`config.mk`:
```
export PLATFORM = sky130hd
export DESIGN_NAME = bba_ctrl
export DESIGN_NICKNAME = d
export VERILOG_FILES = /design/src/hw/rtl/bba_pkg.sv /design/src/hw/rtl/bba_ctrl.sv
export SDC_FILE = /design/constraint.sdc
export NUM_CORES = 1
export LEC_CHECK = 0
export ABC_AREA = 1
export BUFFER_PORTS_ARGS = -buffer_cell sky130_fd_sc_hd__buf_4
export CAP_MARGIN = 10
export CORE_AREA = 4 4 41 43
export DETAILED_ROUTE_END_ITERATION = 10
export DIE_AREA = 0 0 45 47
export HOLD_SLACK_MARGIN = 0.06
export MAX_ROUTING_LAYER = met4
export PLACE_DENSITY_LB_ADDON = 0.15
export SLEW_MARGIN = 10
export SYNTH_ARGS = -nofsm -noshare
export SYNTH_HDL_FRONTEND = slang
export SYNTH_SLANG_ARGS = --single-unit
```
`constraint.sdc`:
```
create_clock -name clk_i -period 2.4 [get_ports clk_i]
set_clock_uncertainty 0.15 [all_clocks]
set_input_delay 0.36 -clock clk_i [delete_from_list [all_inputs] [get_ports clk_i]]
set_output_delay 0.36 -clock clk_i [all_outputs]
set_load 0.05 [all_outputs]
```
`src/hw/rtl/bba_pkg.sv`:
```
`timescale 1ns / 1ps

package bba_pkg;

  // width of the heap size register and of free block counts
  localparam int HW = 11;
  // width of the header byte register
  localparam int HDRW = 6;

  // result status codes
  typedef enum logic [1:0] {
    ST_OK      = 2'd0,
    ST_NOMEM   = 2'd1,
    ST_ZERO    = 2'd2,
    ST_BADFREE = 2'd3
  } res_e;

  // input word
  typedef struct packed {
    logic        op;
    logic [31:0] request_bytes;
    logic [9:0]  block_index;
  } in_word_t;

  // output word
  typedef struct packed {
    res_e        status;
    logic [9:0]  granted_index;
    logic [2:0]  granted_order;
    logic [10:0] free_blocks;
  } out_word_t;

  // controller states
  typedef enum logic [3:0] {
    S_CLEAR,
    S_IDLE,
    S_CALC,
    S_ORDER,
    S_WALK,
    S_WALK_EV,
    S_SPLIT,
    S_MERGE,
    S_MERGE_EV,
    S_EMIT
  } state_e;

  // datapath commands
  typedef enum logic [3:0] {
    CMD_NONE,
    CMD_CLEAR,
    CMD_LOAD,
    CMD_CALC,
    CMD_ORDER,
    CMD_WALK_RD,
    CMD_WALK_EV,
    CMD_SPLIT,
    CMD_MARK,
    CMD_FREE_OK,
    CMD_MERGE_RD,
    CMD_MERGE_EV,
    CMD_FREE_WR,
    CMD_FAIL,
    CMD_EMIT
  } cmd_e;

  typedef struct packed {
    cmd_e cmd;
    res_e code;
  } ctrl_cmd_t;

  typedef struct packed {
    logic clear_last;
    logic op_free;
    logic req_zero;
    logic req_big;
    logic walk_more;
    logic found;
    logic free_ok;
    logic split_more;
    logic merge_more;
    logic merge_hit;
    logic out_busy;
  } dp_stat_t;

endpackage

```
`src/hw/rtl/bba_ctrl.sv`:
```
`timescale 1ns / 1ps

module bba_ctrl (
  input  logic               clk_i,
  input  logic               rst_ni,
  input  logic               in_valid_i,
  output logic               in_stall_o,
  input  logic               heap_wr_i,
  input  bba_pkg::dp_stat_t  stat_i,
  output bba_pkg::ctrl_cmd_t cmd_o
);

  bba_pkg::state_e state_q, state_d;

  // state register; reset starts with the rebuild pass
  always_ff @(posedge clk_i or negedge rst_ni) begin
    if (!rst_ni) begin
      state_q <= bba_pkg::S_CLEAR;
    end else begin
      state_q <= state_d;
    end
  end

  // next state and commands
  always_comb begin
    state_d    = state_q;
    cmd_o.cmd  = bba_pkg::CMD_NONE;
    cmd_o.code = bba_pkg::ST_OK;
    in_stall_o = 1'b1;
    unique case (state_q)
      bba_pkg::S_CLEAR: begin
        cmd_o.cmd = bba_pkg::CMD_CLEAR;
        if (stat_i.clear_last) begin
          state_d = bba_pkg::S_IDLE;
        end
      end
      bba_pkg::S_IDLE: begin
        in_stall_o = 1'b0;
        if (in_valid_i) begin
          cmd_o.cmd = bba_pkg::CMD_LOAD;
          state_d   = bba_pkg::S_CALC;
        end
      end
      bba_pkg::S_CALC: begin
        // free requests go straight to the walk
        if (stat_i.op_free) begin
          state_d = bba_pkg::S_WALK;
        end else begin
          cmd_o.cmd = bba_pkg::CMD_CALC;
          state_d   = bba_pkg::S_ORDER;
        end
      end
      bba_pkg::S_ORDER: begin
        if (stat_i.req_zero) begin
          cmd_o.cmd  = bba_pkg::CMD_FAIL;
          cmd_o.code = bba_pkg::ST_ZERO;
          state_d    = bba_pkg::S_EMIT;
        end else if (stat_i.req_big) begin
          cmd_o.cmd  = bba_pkg::CMD_FAIL;
          cmd_o.code = bba_pkg::ST_NOMEM;
          state_d    = bba_pkg::S_EMIT;
        end else begin
          cmd_o.cmd = bba_pkg::CMD_ORDER;
          state_d   = bba_pkg::S_WALK;
        end
      end
      bba_pkg::S_WALK: begin
        if (stat_i.walk_more) begin
          cmd_o.cmd = bba_pkg::CMD_WALK_RD;
          state_d   = bba_pkg::S_WALK_EV;
        end else if (stat_i.op_free) begin
          if (stat_i.free_ok) begin
            cmd_o.cmd = bba_pkg::CMD_FREE_OK;
            state_d   = bba_pkg::S_MERGE;
          end else begin
            cmd_o.cmd  = bba_pkg::CMD_FAIL;
            cmd_o.code = bba_pkg::ST_BADFREE;
            state_d    = bba_pkg::S_EMIT;
          end
        end else if (stat_i.found) begin
          state_d = bba_pkg::S_SPLIT;
        end else begin
          cmd_o.cmd  = bba_pkg::CMD_FAIL;
          cmd_o.code = bba_pkg::ST_NOMEM;
          state_d    = bba_pkg::S_EMIT;
        end
      end
      bba_pkg::S_WALK_EV: begin
        cmd_o.cmd = bba_pkg::CMD_WALK_EV;
        state_d   = bba_pkg::S_WALK;
      end
      bba_pkg::S_SPLIT: begin
        if (stat_i.split_more) begin
          cmd_o.cmd = bba_pkg::CMD_SPLIT;
        end else begin
          cmd_o.cmd = bba_pkg::CMD_MARK;
          state_d   = bba_pkg::S_EMIT;
        end
      end
      bba_pkg::S_MERGE: begin
        if (stat_i.merge_more) begin
          cmd_o.cmd = bba_pkg::CMD_MERGE_RD;
          state_d   = bba_pkg::S_MERGE_EV;
        end else begin
          cmd_o.cmd = bba_pkg::CMD_FREE_WR;
          state_d   = bba_pkg::S_EMIT;
        end
      end
      bba_pkg::S_MERGE_EV: begin
        if (stat_i.merge_hit) begin
          cmd_o.cmd = bba_pkg::CMD_MERGE_EV;
          state_d   = bba_pkg::S_MERGE;
        end else begin
          cmd_o.cmd = bba_pkg::CMD_FREE_WR;
          state_d   = bba_pkg::S_EMIT;
        end
      end
      bba_pkg::S_EMIT: begin
        if (!stat_i.out_busy) begin
          cmd_o.cmd = bba_pkg::CMD_EMIT;
          state_d   = bba_pkg::S_IDLE;
        end
      end
      default: begin
        state_d = bba_pkg::S_CLEAR;
      end
    endcase
    // a heap size write restarts the rebuild pass
    if (heap_wr_i) begin
      state_d = bba_pkg::S_CLEAR;
    end
  end

endmodule

```
After elaboration in Yosys (flattened, before gate mapping). Cells that the tools add are included.

Eq/ne operators: 13. Muxes and demuxes: 33. Reductions and logical operators: 2.

Operator list (count): $pmux 4 s10 (2); $mux 4 (16); $mux 6 (3); $eq 4x3->1 const B (4); $mux 3 (4); $ne 3x3->1 const B (4); $eq 4x2->1 const B (2); $eq 4x4->1 const B (2); $mux 2 (4); $eq 4x1->1 const B (1); $logic_not 4->1 (1); $pmux 2 s2 (1); $reduce_and 4->1 (1); $mux 1 (3).

Bits in registers: 4. Input bits: 15. Output and inout bits: 7.

Depth between registers and ports, before layout.
Word-level depth: 5. Mapped depth: 8.

Worst setup path before layout. No wires, ideal clock.

Kind: register -> output. From: reg state_q[1]. To: out cmd_o[1] (netlist bit). Arrival time: 2016 ps. Required time: 1890 ps. Setup slack: -126 ps. Stages on the path, launching flop included: 4. Buffers on the path: 0. Cell sequence: dfrtp_1 -> nor2_2 -> nand2_2 -> o32ai_1.

RTL lines: start: declaration (line bba_ctrl.sv:13) `bba_pkg::state_e state_q, state_d;`; start signal: assignment (line bba_ctrl.sv:18) `state_q <= bba_pkg::S_CLEAR;`; start signal: assignment (line bba_ctrl.sv:20) `state_q <= state_d;`; end: declaration (line bba_ctrl.sv:10) `output bba_pkg::ctrl_cmd_t cmd_o`.

==> results.cfg <==
[floorplan]
core_area_um2 = 1301
dieWidth_um = 45
die_h_um = 47
io_pins = 22
initial_core_util_pct = 45.10
fp.dieArea_um2 = 2115
row_count = 13

[global_route]
grt_pass1_wl_um = 2925
grt_use_total_pct = 19.15
antenna_found_initial = 0
first_global_vias = 742
grt_max_degree = 9
overflow = 0

[timing]
rsz0062_at_grt = false
slew_headroom_pct = 77.13
tns_ns = 0
worstMarginPinSlew_ns = 0.3426
min_period_ns = 2.185
final.setup.worst_slack_ns = 0.2145
hold_violations = 0
finalSetupViolations = 0
post-route-period-util_pct = 91.06
fmax_mhz = 457.6
slew_violations = 0

[placed_design]
dp_worst_setup_slack_ns = 0.4932
place_area_um2 = 775.7
port_buffers = 21
place_hpwl_um = 1459
routabilityCongestion = 0.8851
dp.cells = 143

[synthesis]
syn_area_um2 = 586.8
syn_inst = 107
synth-main-ff-cell = dfrtp_1
synth-xor-area-share_pct = 0
synth_edf_count = 0
synth_simple_gate_area_share_pct = 58.42
synth_top_family_by_area = simple AND/OR/NAND/NOR gates
synth_common_cells = 30 x nand2_1, 15 x nor2_1, 14 x nand3_1
yosys_warnings = 0
synth-async-reset-ratio_pct = 100.0
synthesis.nets = 122
synthDistinctLibCells = 20
synth_fa_ha_area_share_pct = 0
synth_top_area_cell = nand2_1
seq_area_frac_synth_pct = 17.06
syn_area_per_cell_um2 = 5.484
synth_most_common_cell = nand2_1
synth_compound_area_share_pct = 14.29
synthMuxAreaShare_pct = 0
synth_top_area_share_pct = 19.19
ys_ff_latch = 4
synth_area_leaders = nand2_1 19%, dfrtp_1 17%, nand3_1 12%, nor2_1 9.6%, inv_1 7.0%

[cells_and_area]
layout-drive-gt1-share_pct = 29.55
fin_util_pct = 62.12
diodes = 0
fin_cells = 147
largest_register = state_q
finalNetCount = 149
nFillCells = 140
top_regs = state_q (4)
finalInstanceArea_um2 = 808.3
largest_reg_flops = 4
area_growth_pct = 37.74

[setup_path]
cp_cell_sequence = nor2_2 -> nand2_1 -> nand2_1 -> nor2_1 -> o211ai_1 -> buf_4
cp_num_buf_inv = 1
crit_path_frequent_cell = nand2_1
crit_fanout = 8
endpoint_kind = output port
cp.required_ns = 1.89
path_class = reg2out
critPathArrivalTime_ns = 1.68
cpMaxStageDelayCell = dfrtp_1
slowest_delay_ns = 0.44
critPathTopFamily = simple AND/OR/NAND/NOR gates
cp-start-kind = register

[power]
powerDensity_nw_per_um2 = 821.3
power.leakage_nw = 0.4647
ir_drop_uv = 398.4

[status]
outcome = complete, no violations

[clocking]
clock_sinks = 4
ctsResizeCount = 0
numCtsBuffers = 3
cts.reportedPaths.clkPinSlew_ns = 0.04
clkLatencyLatePin_ns = 0.26
cts_tree = built
root_buffer = clkbuf_4
clockBufferDepth = 2
cts_htree_levels = 1

[routing]
vias_per_cell = 5.333
drcViolationCount = 0
wl_um = 1789
drt_iter0_drc = 31
first_pass_iters = 4
ant_nets = 0
wl_per_cell_um = 12.17
vias = 784

[worst_hold_path]
hold_class = in2reg

[flow_run]
cap_violations = 0
[where the power goes]
group          total (mW)  internal (mW)  switching, mW
sequential          0.111         0.0822         0.0286
combinational       0.461          0.140          0.321
clock              0.0922         0.0565         0.0357
[per-stage QoR]
stage | hold slack [ns] | power, mW
detailed placement | 0.006918 | 0.5683
CTS | 0.2369 | 0.6635
finish | 0.2363 | 0.6638
floorplan | -0.08559 | 0.4363
global route | 0.2762 | 0.7114
global placement | 0.005697 | 0.5638
[what timing repair did]
item	4_1_cts	5_1_grt
hold buffers	1	0
hold endpoints to repair	4	0
buffers inserted	0	0
[worst min-delay path: cells and delay by family]
family / cells / cell delay [ns]
AOI/OAI and AO/OA: 1 / 0.06
buffers and inverters: 2 / 0.12
and+or+nand+nor: 1 / 0.04
[cells by family (layout without fill, tap and decap cells)]
family                 count (synthesis)  count (layout)
and+or+nand+nor                       73              73
buffers and inverters                 16              41
DFF                                    4               4
AOI/OAI and AO/OA                     14              14
[cell type report]
class | instances | area (µm²) | share of cell area [%]
clock buffers | 3 | 22.52 | 2.786
inverters | 16 | 60.06 | 7.430
multi-input cells | 87 | 439.2 | 54.33
flip-flops and latches | 4 | 100.1 | 12.38
well taps | 15 | 18.77 | 2.322
repair buffers | 22 | 167.7 | 20.74
[path summary, 6_finish.rpt]
kind,from,slack [ns],endpoint,depth (start not counted)
min in group asynchronous,rst_ni,0.31,state_q[3]$_DFFE_PN0P_,2
min,in_valid_i,0.24,state_q[0]$_DFFE_PN0P_,4
max,state_q[3]$_DFFE_PN0P_,0.21,cmd_o[4],6
max in group asynchronous,rst_ni,1.68,state_q[0]$_DFFE_PN0P_,2
max reg2reg,state_q[3]$_DFFE_PN0P_,0.85,state_q[2]$_DFFE_PN0P_,7
min reg2reg,state_q[0]$_DFFE_PN0P_,0.58,state_q[1]$_DFFE_PN0P_,3
[placed cells by master (no fill, tap or decap), drive strengths merged]
cell type / n
clkbuf: 3
o21ai: 6
nand3b: 1
o211ai: 1
dlygate4sd3: 1
nand4: 3
o31ai: 2
dfrtp: 4
buf: 21
clkinv: 1
nand2: 32
nand3: 14
o32ai: 1
o21a: 1
nor2: 22
a21oi: 3
or2: 1
inv: 15
[routing by layer]
| metal | vias up | global-route usage (%) | part of all wire, % |
|---|---|---|---|
| met5 | - | - | 0 |
| met4 | 0 | 7.602 | 1.4 |
| met3 | 4 | 2.682 | 6.8 |
| met2 | 32 | 31.64 | 49 |
| met1 | 348 | 23.39 | 42 |
| li1 | 400 | - | - |
(Power assumes the default switching activity.)
